## config.mk

```make
export PLATFORM = sky130hd
export DESIGN_NAME = limit_alarm_bank_with_snooze_unit_flat
export DESIGN_NICKNAME = d
export VERILOG_FILES = /design/src/rtl/labs_pkg.sv /design/src/rtl/labs_cfg_if.sv /design/src/rtl/labs_req_if.sv /design/src/rtl/labs_rsp_if.sv /design/src/rtl/limit_alarm_bank_with_snooze_unit.sv /design/src/flat_wrapper.sv
export VERILOG_INCLUDE_DIRS = /design/src /design/src/rtl
export SDC_FILE = /design/constraint.sdc
export NUM_CORES = 2
export LEC_CHECK = 0
export BUFFER_PORTS_ARGS = -buffer_cell sky130_fd_sc_hd__buf_2
export CAP_MARGIN = 20
export CORE_ASPECT_RATIO = 2
export CORE_MARGIN = 2
export CORE_UTILIZATION = 35
export CTS_CLUSTER_SIZE = 30
export DETAILED_ROUTE_END_ITERATION = 12
export SLEW_MARGIN = 20
export SYNTH_ARGS = -nofsm -noshare
export SYNTH_HDL_FRONTEND = slang
export SYNTH_SLANG_ARGS = --single-unit
```

## constraint.sdc

```tcl
create_clock -name clk -period 15.2 [get_ports clk]
set_input_delay 2.28 -clock clk [delete_from_list [all_inputs] [get_ports clk]]
set_output_delay 2.28 -clock clk [all_outputs]
set_load 0.01 [all_outputs]
```

## src/rtl/limit_alarm_bank_with_snooze_unit_macros.svh

```systemverilog
// Assertion macros for the limit alarm bank.
// Expects signals clk and arst_n in the including module; no other dependencies.
`ifndef LIMIT_ALARM_BANK_WITH_SNOOZE_UNIT_MACROS_SVH
`define LIMIT_ALARM_BANK_WITH_SNOOZE_UNIT_MACROS_SVH

// Same-cycle implication, checked outside reset
`define LABS_ASSERT_NOW(lbl, ante, cons, msg) \
	lbl: assert property (@(posedge clk) disable iff (!arst_n) (ante) |-> (cons)) \
		else $error(msg);

// Next-cycle implication, checked outside reset
`define LABS_ASSERT_NEXT(lbl, ante, cons, msg) \
	lbl: assert property (@(posedge clk) disable iff (!arst_n) (ante) |=> (cons)) \
		else $error(msg);

`endif

```

## src/rtl/labs_pkg.sv

```systemverilog
// Shared types and constants for the limit alarm bank.
// No dependencies.
package labs_pkg;

	// Default number of alarm channels
	localparam int NUM_CHANNELS_DEF = 8;

	// Field widths fixed by the item format
	localparam int CHAN_W  = 3;
	localparam int VALUE_W = 32;
	localparam int HYST_W  = 16;

	// Request codes
	typedef enum logic [1:0] {
		REQ_SAMPLE = 2'd0,
		REQ_TICK   = 2'd1,
		REQ_SNOOZE = 2'd2,
		REQ_DEFINE = 2'd3
	} req_t;

	// Per-channel alarm mode
	typedef enum logic [1:0] {
		MODE_INACTIVE = 2'd0,
		MODE_ACTIVE   = 2'd1,
		MODE_SNOOZED  = 2'd2
	} mode_t;

endpackage

```

## src/rtl/labs_cfg_if.sv

```systemverilog
// Configuration write channel for the limit alarm bank.
// Depends on labs_pkg.
interface labs_cfg_if;
	logic                        valid;
	logic                        ready;
	logic [labs_pkg::HYST_W-1:0] data;

	modport source (output valid, output data, input ready);
	modport sink (input valid, input data, output ready);
endinterface

```

## src/rtl/labs_req_if.sv

```systemverilog
// Request item channel for the limit alarm bank.
// Depends on labs_pkg.
interface labs_req_if;
	logic                                valid;
	logic                                ready;
	labs_pkg::req_t                      req_type;
	logic [labs_pkg::CHAN_W-1:0]         channel;
	logic signed [labs_pkg::VALUE_W-1:0] sample_value;
	logic                                sample_valid;
	logic                                alarm_enable;
	logic signed [labs_pkg::VALUE_W-1:0] high_limit;
	logic signed [labs_pkg::VALUE_W-1:0] low_limit;
	logic [labs_pkg::VALUE_W-1:0]        snooze_ms;

	modport source (output valid, output req_type, output channel, output sample_value,
		output sample_valid, output alarm_enable, output high_limit, output low_limit,
		output snooze_ms, input ready);
	modport sink (input valid, input req_type, input channel, input sample_value,
		input sample_valid, input alarm_enable, input high_limit, input low_limit,
		input snooze_ms, output ready);
endinterface

```

## src/rtl/labs_rsp_if.sv

```systemverilog
// Result item channel for the limit alarm bank.
// Depends on labs_pkg.
interface labs_rsp_if;
	logic                        valid;
	logic                        ready;
	logic [1:0]                  channel_state;
	logic                        accepted;
	logic [3:0]                  active_count;
	logic                        any_active;
	logic [labs_pkg::CHAN_W-1:0] first_active;

	modport source (output valid, output channel_state, output accepted,
		output active_count, output any_active, output first_active, input ready);
	modport sink (input valid, input channel_state, input accepted,
		input active_count, input any_active, input first_active, output ready);
endinterface

```

## src/rtl/limit_alarm_bank_with_snooze_unit.sv

```systemverilog
// Limit alarm bank with snooze: top level.
// Depends on labs_pkg, labs_cfg_if, labs_req_if, labs_rsp_if and the macros header.
//
// Bank of NUM_CHANNELS high/low limit alarms on Q16.16 values with hysteresis on
// clearing and a millisecond snooze. Each request item (sample, tick, snooze,
// define) is captured in an input register, then in one pass it reads and updates
// the addressed channel's registers and loads the result register; one item is
// taken every cycle when the result side keeps up. The pass holds two 32x18
// multiplies for the hysteresis thresholds, which set the cycle time. The bank
// summary (active count, first active channel) is decoded from the channel
// registers, which always reflect every item up to the one in the result
// register. The hysteresis register is always ready and should be written only
// while the block is idle.
`include "limit_alarm_bank_with_snooze_unit_macros.svh"

module limit_alarm_bank_with_snooze_unit #(
	parameter int NUM_CHANNELS = labs_pkg::NUM_CHANNELS_DEF
) (
	input logic        clk,
	input logic        arst_n,
	labs_cfg_if.sink   cfg,
	labs_req_if.sink   req,
	labs_rsp_if.source rsp
);

	localparam int CH_W  = (NUM_CHANNELS > 1) ? $clog2(NUM_CHANNELS) : 1;
	localparam int VW    = labs_pkg::VALUE_W;
	localparam int PW    = 50;
	localparam int CNT_W = $clog2(NUM_CHANNELS + 1);

	// Configuration register
	logic [labs_pkg::HYST_W-1:0] hyst_q;

	assign cfg.ready = 1'b1;

	always_ff @(posedge clk or negedge arst_n) begin
		if (!arst_n) begin
			hyst_q <= '0;
		end else if (cfg.valid) begin
			hyst_q <= cfg.data;
		end
	end

	// Input register stage
	logic                        valid_s1;
	labs_pkg::req_t              req_type_s1;
	logic [labs_pkg::CHAN_W-1:0] channel_s1;
	logic signed [VW-1:0]        sample_value_s1;
	logic                        sample_valid_s1;
	logic                        alarm_enable_s1;
	logic signed [VW-1:0]        high_limit_s1;
	logic signed [VW-1:0]        low_limit_s1;
	logic [VW-1:0]               snooze_ms_s1;

	logic rsp_valid_q;
	logic adv;

	assign adv       = valid_s1 && (!rsp_valid_q || rsp.ready);
	assign req.ready = !valid_s1 || adv;

	always_ff @(posedge clk or negedge arst_n) begin
		if (!arst_n) begin
			valid_s1 <= 1'b0;
		end else if (req.ready) begin
			valid_s1 <= req.valid;
		end
	end

	always_ff @(posedge clk) begin
		if (req.valid && req.ready) begin
			req_type_s1     <= req.req_type;
			channel_s1      <= req.channel;
			sample_value_s1 <= req.sample_value;
			sample_valid_s1 <= req.sample_valid;
			alarm_enable_s1 <= req.alarm_enable;
			high_limit_s1   <= req.high_limit;
			low_limit_s1    <= req.low_limit;
			snooze_ms_s1    <= req.snooze_ms;
		end
	end

	// Channel registers
	logic [VW-1:0]                    time_q;
	logic [NUM_CHANNELS-1:0]          defined_q;
	logic [NUM_CHANNELS-1:0]          enabled_q;
	logic [NUM_CHANNELS-1:0][1:0]     mode_q;
	logic [NUM_CHANNELS-1:0][VW-1:0]  start_q;
	logic signed [VW-1:0]             high_q [NUM_CHANNELS];
	logic signed [VW-1:0]             low_q  [NUM_CHANNELS];
	logic [VW-1:0]                    len_q  [NUM_CHANNELS];

	// Addressed channel read
	logic [CH_W-1:0]      ch_idx;
	logic                 in_range;
	logic                 defined_cur;
	labs_pkg::mode_t      mode_cur;
	logic signed [VW-1:0] hi_r;
	logic signed [VW-1:0] lo_r;
	logic                 elapsed;

	assign ch_idx      = CH_W'(channel_s1);
	assign in_range    = int'(channel_s1) < NUM_CHANNELS;
	assign defined_cur = in_range && defined_q[ch_idx];
	assign mode_cur    = labs_pkg::mode_t'(mode_q[ch_idx]);
	assign hi_r        = high_q[ch_idx];
	assign lo_r        = low_q[ch_idx];
	assign elapsed     = (time_q - start_q[ch_idx]) > len_q[ch_idx];

	// Limit compare and hysteresis thresholds
	logic [16:0]          f_hi;
	logic [16:0]          f_lo;
	logic signed [17:0]   fs_hi;
	logic signed [17:0]   fs_lo;
	logic signed [PW-1:0] vs;
	logic signed [PW-1:0] hi_prod;
	logic signed [PW-1:0] lo_prod;
	logic                 hi_pos;
	logic                 lo_pos;
	logic                 fire;
	logic                 clear;

	assign f_hi    = 17'h10000 - {1'b0, hyst_q};
	assign f_lo    = 17'h10000 + {1'b0, hyst_q};
	assign fs_hi   = $signed({1'b0, f_hi});
	assign fs_lo   = $signed({1'b0, f_lo});
	assign vs      = $signed({{2{sample_value_s1[VW-1]}}, sample_value_s1, 16'h0000});
	assign hi_prod = PW'(hi_r) * PW'(fs_hi);
	assign lo_prod = PW'(lo_r) * PW'(fs_lo);
	assign hi_pos  = hi_r > 32'sd0;
	assign lo_pos  = lo_r > 32'sd0;
	assign fire    = (hi_pos && (sample_value_s1 > hi_r)) || (lo_pos && (sample_value_s1 < lo_r));
	assign clear   = (!hi_pos || (vs < hi_prod)) && (!lo_pos || (vs > lo_prod));

	// Clamped low limit for define
	logic signed [VW-1:0] def_lo;

	assign def_lo = ((high_limit_s1 > 32'sd0) && (low_limit_s1 > high_limit_s1)) ?
		high_limit_s1 : low_limit_s1;

	// Item decode: write enables and result fields
	logic            acc_d;
	logic            mode_we;
	labs_pkg::mode_t mode_wr;
	logic            def_we;
	logic            snz_we;
	logic            tick_d;
	labs_pkg::mode_t mode_after;
	logic [1:0]      state_d;

	always_comb begin
		acc_d   = 1'b1;
		mode_we = 1'b0;
		mode_wr = mode_cur;
		def_we  = 1'b0;
		snz_we  = 1'b0;
		tick_d  = 1'b0;
		case (req_type_s1)
			labs_pkg::REQ_SAMPLE: begin
				if (!defined_cur) begin
					acc_d = 1'b0;
				end else if (enabled_q[ch_idx] && sample_valid_s1) begin
					if (mode_cur == labs_pkg::MODE_INACTIVE ||
						(mode_cur == labs_pkg::MODE_SNOOZED && elapsed)) begin
						if (fire) begin
							mode_we = 1'b1;
							mode_wr = labs_pkg::MODE_ACTIVE;
						end
					end else if (mode_cur == labs_pkg::MODE_ACTIVE && clear) begin
						mode_we = 1'b1;
						mode_wr = labs_pkg::MODE_INACTIVE;
					end
				end
			end
			labs_pkg::REQ_TICK: begin
				tick_d = 1'b1;
			end
			labs_pkg::REQ_SNOOZE: begin
				if (!defined_cur) begin
					acc_d = 1'b0;
				end else begin
					snz_we  = 1'b1;
					mode_we = 1'b1;
					mode_wr = labs_pkg::MODE_SNOOZED;
				end
			end
			labs_pkg::REQ_DEFINE: begin
				if (!in_range) begin
					acc_d = 1'b0;
				end else begin
					def_we  = 1'b1;
					mode_we = 1'b1;
					mode_wr = labs_pkg::MODE_INACTIVE;
				end
			end
			default: begin
				acc_d = 1'b0;
			end
		endcase
		mode_after = mode_we ? mode_wr : mode_cur;
		state_d    = ((defined_cur || def_we) ? mode_after : labs_pkg::MODE_INACTIVE);
	end

	// Channel register update, once per item
	always_ff @(posedge clk or negedge arst_n) begin
		if (!arst_n) begin
			time_q    <= '0;
			defined_q <= '0;
			enabled_q <= '0;
			mode_q    <= '0;
			start_q   <= '0;
		end else if (adv) begin
			if (tick_d) begin
				time_q <= time_q + VW'(1);
			end
			if (mode_we) begin
				mode_q[ch_idx] <= mode_wr;
			end
			if (snz_we) begin
				start_q[ch_idx] <= time_q;
			end
			if (def_we) begin
				defined_q[ch_idx] <= 1'b1;
				enabled_q[ch_idx] <= alarm_enable_s1;
				start_q[ch_idx]   <= '0;
			end
		end
	end

	// Limit and snooze length storage, written only by define
	always_ff @(posedge clk) begin
		if (adv && def_we) begin
			high_q[ch_idx] <= high_limit_s1;
			low_q[ch_idx]  <= def_lo;
			len_q[ch_idx]  <= snooze_ms_s1;
		end
	end

	// Result register
	logic [1:0] state_q;
	logic       acc_q;

	always_ff @(posedge clk or negedge arst_n) begin
		if (!arst_n) begin
			rsp_valid_q <= 1'b0;
		end else if (adv) begin
			rsp_valid_q <= 1'b1;
		end else if (rsp.ready) begin
			rsp_valid_q <= 1'b0;
		end
	end

	always_ff @(posedge clk) begin
		if (adv) begin
			state_q <= state_d;
			acc_q   <= acc_d;
		end
	end

	// Bank summary from the channel registers
	logic [NUM_CHANNELS-1:0] act;
	logic [CNT_W-1:0]        cnt;
	logic [5:0]              first;

	always_comb begin
		cnt   = '0;
		first = '0;
		for (int i = NUM_CHANNELS - 1; i >= 0; i--) begin
			act[i] = defined_q[i] && (mode_q[i] == labs_pkg::MODE_ACTIVE);
			cnt    = cnt + CNT_W'(act[i]);
			if (act[i]) begin
				first = 6'(i);
			end
		end
	end

	assign rsp.valid         = rsp_valid_q;
	assign rsp.channel_state = state_q;
	assign rsp.accepted      = acc_q;
	assign rsp.active_count  = (32'(cnt) > 15) ? 4'd15 : 4'(cnt);
	assign rsp.any_active    = |act;
	assign rsp.first_active  = first[labs_pkg::CHAN_W-1:0];

	// Checks
	`LABS_ASSERT_NEXT(a_adv_loads_rsp, adv, rsp_valid_q, "result register not loaded")
	`LABS_ASSERT_NEXT(a_reject_no_change, adv && !acc_d,
		$stable(mode_q) && $stable(defined_q), "rejected item changed channel state")
	`LABS_ASSERT_NEXT(a_tick_advances, adv && tick_d, time_q == $past(time_q) + VW'(1),
		"tick did not advance the clock")
	`LABS_ASSERT_NEXT(a_define_inactive, adv && def_we,
		defined_q[$past(ch_idx)] && mode_q[$past(ch_idx)] == labs_pkg::MODE_INACTIVE,
		"defined channel not left inactive")
	`LABS_ASSERT_NOW(a_summary_match, rsp_valid_q,
		rsp.any_active == (rsp.active_count != 4'd0), "active summary mismatch")

endmodule
```

## src/flat_wrapper.sv

```systemverilog
// flat-port wrapper written by rule: the top's interface ports become plain ports
module limit_alarm_bank_with_snooze_unit_flat 
#(
	parameter int NUM_CHANNELS = labs_pkg::NUM_CHANNELS_DEF
)
  (clk, arst_n, cfg_valid, cfg_data, cfg_ready, req_valid, req_req_type, req_channel, req_sample_value, req_sample_valid, req_alarm_enable, req_high_limit, req_low_limit, req_snooze_ms, req_ready, rsp_valid, rsp_channel_state, rsp_accepted, rsp_active_count, rsp_any_active, rsp_first_active, rsp_ready);
  labs_cfg_if cfg_i ();
  labs_req_if req_i ();
  labs_rsp_if rsp_i ();
  input logic clk;
  input logic arst_n;
  input wire logic [$bits(cfg_i.valid)-1:0] cfg_valid;
  input wire logic [$bits(cfg_i.data)-1:0] cfg_data;
  output wire logic [$bits(cfg_i.ready)-1:0] cfg_ready;
  input wire logic [$bits(req_i.valid)-1:0] req_valid;
  input wire logic [$bits(req_i.req_type)-1:0] req_req_type;
  input wire logic [$bits(req_i.channel)-1:0] req_channel;
  input wire logic [$bits(req_i.sample_value)-1:0] req_sample_value;
  input wire logic [$bits(req_i.sample_valid)-1:0] req_sample_valid;
  input wire logic [$bits(req_i.alarm_enable)-1:0] req_alarm_enable;
  input wire logic [$bits(req_i.high_limit)-1:0] req_high_limit;
  input wire logic [$bits(req_i.low_limit)-1:0] req_low_limit;
  input wire logic [$bits(req_i.snooze_ms)-1:0] req_snooze_ms;
  output wire logic [$bits(req_i.ready)-1:0] req_ready;
  output wire logic [$bits(rsp_i.valid)-1:0] rsp_valid;
  output wire logic [$bits(rsp_i.channel_state)-1:0] rsp_channel_state;
  output wire logic [$bits(rsp_i.accepted)-1:0] rsp_accepted;
  output wire logic [$bits(rsp_i.active_count)-1:0] rsp_active_count;
  output wire logic [$bits(rsp_i.any_active)-1:0] rsp_any_active;
  output wire logic [$bits(rsp_i.first_active)-1:0] rsp_first_active;
  input wire logic [$bits(rsp_i.ready)-1:0] rsp_ready;
  assign cfg_i.valid = cfg_valid;
  assign cfg_i.data = cfg_data;
  assign cfg_ready = cfg_i.ready;
  assign req_i.valid = req_valid;
  assign req_i.req_type = req_req_type;
  assign req_i.channel = req_channel;
  assign req_i.sample_value = req_sample_value;
  assign req_i.sample_valid = req_sample_valid;
  assign req_i.alarm_enable = req_alarm_enable;
  assign req_i.high_limit = req_high_limit;
  assign req_i.low_limit = req_low_limit;
  assign req_i.snooze_ms = req_snooze_ms;
  assign req_ready = req_i.ready;
  assign rsp_valid = rsp_i.valid;
  assign rsp_channel_state = rsp_i.channel_state;
  assign rsp_accepted = rsp_i.accepted;
  assign rsp_active_count = rsp_i.active_count;
  assign rsp_any_active = rsp_i.any_active;
  assign rsp_first_active = rsp_i.first_active;
  assign rsp_i.ready = rsp_ready;
  limit_alarm_bank_with_snooze_unit #(.NUM_CHANNELS(NUM_CHANNELS)) u_core (.clk(clk), .arst_n(arst_n), .cfg(cfg_i), .req(req_i), .rsp(rsp_i));
endmodule
```

==> results.cfg <==
[status]
outcome = finished, final reports clean

[sta]
rsz0062_at_grt = false
min_period_ns = 13.38
tightest_slew_ns = 1.22
finalSetupTns_ns = 0
hold_viol_final = 0
final-setup-viol-count = 0
max_freq_ghz = 0.0748
final.period_utilization_pct = 88.0
finalMaxSlewViolations = 0
fin_worst_skew_ns = 0.0502
slew_headroom_pct = 18.4

[global_routing]
antenna_found_initial = 29
grt_max_degree = 162
grt_pass1_wl_um = 432000
grt_pass1_vias = 69600
grt_remaining_overflow = 0
track_usage_pct = 21.6

[final_layout]
area_delta_synth_final_pct = 10.1
mostFrequentLayoutCells = inv_1, nand2_1, fa_1
drive_gt1_share_pct = 10.3
final_common_cell = inv_1
nNetsFinal = 9991

[detailed_routing]
drc_errors = 0
first_pass_iters = 7
viasPerCell = 5.31
drtIter0Drc = 4530
detail-route-antenna-nets = 0
dr_total_vias = 63400
drt_wl_total_um = 292000
routedWlPerCell_um = 24.4

[critical_path]
critical_path_class = register to register
r2r_slack_ns = 1.82
endpoint_kind = register
cp_common_cell = fa_1
cp_data_required_time_ns = 15.91
reg2reg_depth = 41
cp_max_fo = 37
crit_arrival_ns = 14.08
crit_slowest_cell = o311ai_4
timing.rr.end = u_core.mode_q[7]$_DFFE_PN0P_
start_kind = register
critPathMaxStageDelay_ns = 0.83

[clock_network]
clk_root_buffer_cell = clkbuf_16
clkSinkCount = 1247
cts_made_buffers = 131
post_cts_buffers = 0
cts_hold_buffers = 0
clkLatencyLatePin_ns = 0.82
ctsResizeCount = 0
max-clock-path-buffers = 3
cts_tree = built
h-tree-depth = 4
path_clk_slew_ns = 0.07

[synth]
synth_seq_cells = 1247
synth_nets = 9962
synth-main-ff-cell = edfxtp_1
synth_edf_count = 906
yosys_warnings = 0
netlist_area_mm2 = 0.0930
ys_seq_area_share_pct = 38.4
syn_area_per_cell_um2 = 11.2
synthCells = 8291
synthDistinctLibCells = 88
async_flop_share_pct = 27.1

[placement]
gp_congestion = 0.975
port_buffers = 168
dpl.hpwl_um = 216000

[die]
die_h_um = 733
rows = 267
io_pins = 170
core-area_mm2 = 0.264
dieArea_mm2 = 0.270
start_util_pct = 35.2
die_w_um = 368

[min_path]
hold_end = u_core.rsp.valid$_DFFE_PN0P_
min_path_type = register to register
hold_start = u_core.valid_s1$_DFFE_PN0N_
hold_depth = 1

[flow_run]
cap_violations = 0
## registers in the layout (all words and copies together) (netlist names), 16 cells and up, named ones only
register,cells
u_core.high_q,256
u_core.len_q,256
u_core.low_q,256
u_core.start_q,256
u_core.high_limit_s1,32
u_core.low_limit_s1,32
u_core.sample_value_s1,32
u_core.snooze_ms_s1,32
u_core.time_q,32
u_core.hyst_q,16
u_core.mode_q,16
## cell usage after synthesis, drive strengths merged (68+ instances only)
cell type,count,share of area (%)
mux2,82,0.99
nand4,68,0.46
fa,1047,23
nor2,367,1.5
and2,209,1.4
o21ai,105,0.57
clkbuf,329,1.3
a21o,89,0.72
mux4,195,4.7
dfrtp,338,9.1
edfxtp,906,29
nand2,1320,5.3
inv,1363,5.5
a22oi,138,1.1
a21oi,423,2.3
xnor2,112,1.1
ha,468,6.3
## area by class of cell
| cell class | count | area (um^2) |
|---|---|---|
| Fill cell | 25300 | 162000 |
| Multi-Input combinational cell | 5282 | 50800 |
| Sequential cell | 1247 | 35700 |
| Inverter | 1370 | 5150 |
| Tap cell | 3497 | 4380 |
| Clock buffer | 154 | 3400 |
| Timing Repair Buffer | 288 | 1810 |
| Clock inverter | 82 | 1080 |
| Antenna cell | 13 | 32.5 |
## how the worst max path moves through the flow
stage / start / end / slack, ns
floorplan: u_core.hyst_q[0]$_DFFE_PN0P_ / u_core.mode_q[7]$_DFFE_PN0P_ / 3.86
global placement: u_core.hyst_q[0]$_DFFE_PN0P_ / u_core.mode_q[7]$_DFFE_PN0P_ / 1.91
detailed placement: register / u_core.mode_q[7]$_DFFE_PN0P_ / 1.95
CTS: u_core.hyst_q[0]$_DFFE_PN0P_ / u_core.mode_q[7]$_DFFE_PN0P_ / 1.92
global route: register / u_core.mode_q[7]$_DFFE_PN0P_ / 1.30
finish: register / u_core.mode_q[7]$_DFFE_PN0P_ / 1.82
## cell families after synthesis
group	synth area share [%]
other	0.00403
buffers and inverters	7.29
adder cells (fa/ha/maj)	28.8
AND/OR/NAND/NOR	11.1
flip-flops	38.4
AO/OA/AOI/OAI	6.48
XOR/XNOR	1.63
multiplexers	6.24
## metal layers
metal | part of all wire (%) | GRT usage [%]
met1 | 34 | 22.4
met2 | 52 | 39.6
met3 | 6.4 | 3.73
met4 | 7.5 | 14.3
met5 | 0.049 | 0
## worst max-delay path: cells and delay by family (launching register included)
family          cells  cell delay (ns)
compound gates     11             4.12
xor+xnor            1             0.16
fa+ha+maj           8             3.64
buf+inv             8             1.46
flops               1             0.76
mux                 3             1.31
simple gates       10             1.74
## per-stage QoR
step           cells  setup WS [ns]  util, %  area [um^2]  hold slack [ns]
2_1_floorplan   8291           3.86        -        93000            0.457
3_3_place_gp   11700           1.91     37.0        97900            0.479
3_5_place_dp   11700           1.95     37.0        97900            0.483
4_1_cts        11900           1.92     38.7       102000            0.497
5_1_grt        11900           1.30     38.7       102000            0.519
6_report       11900           1.82     38.8       102000            0.496
Power is not shown: default switching activity piles up to over one toggle a cycle in this logic, so the estimate is an artifact.
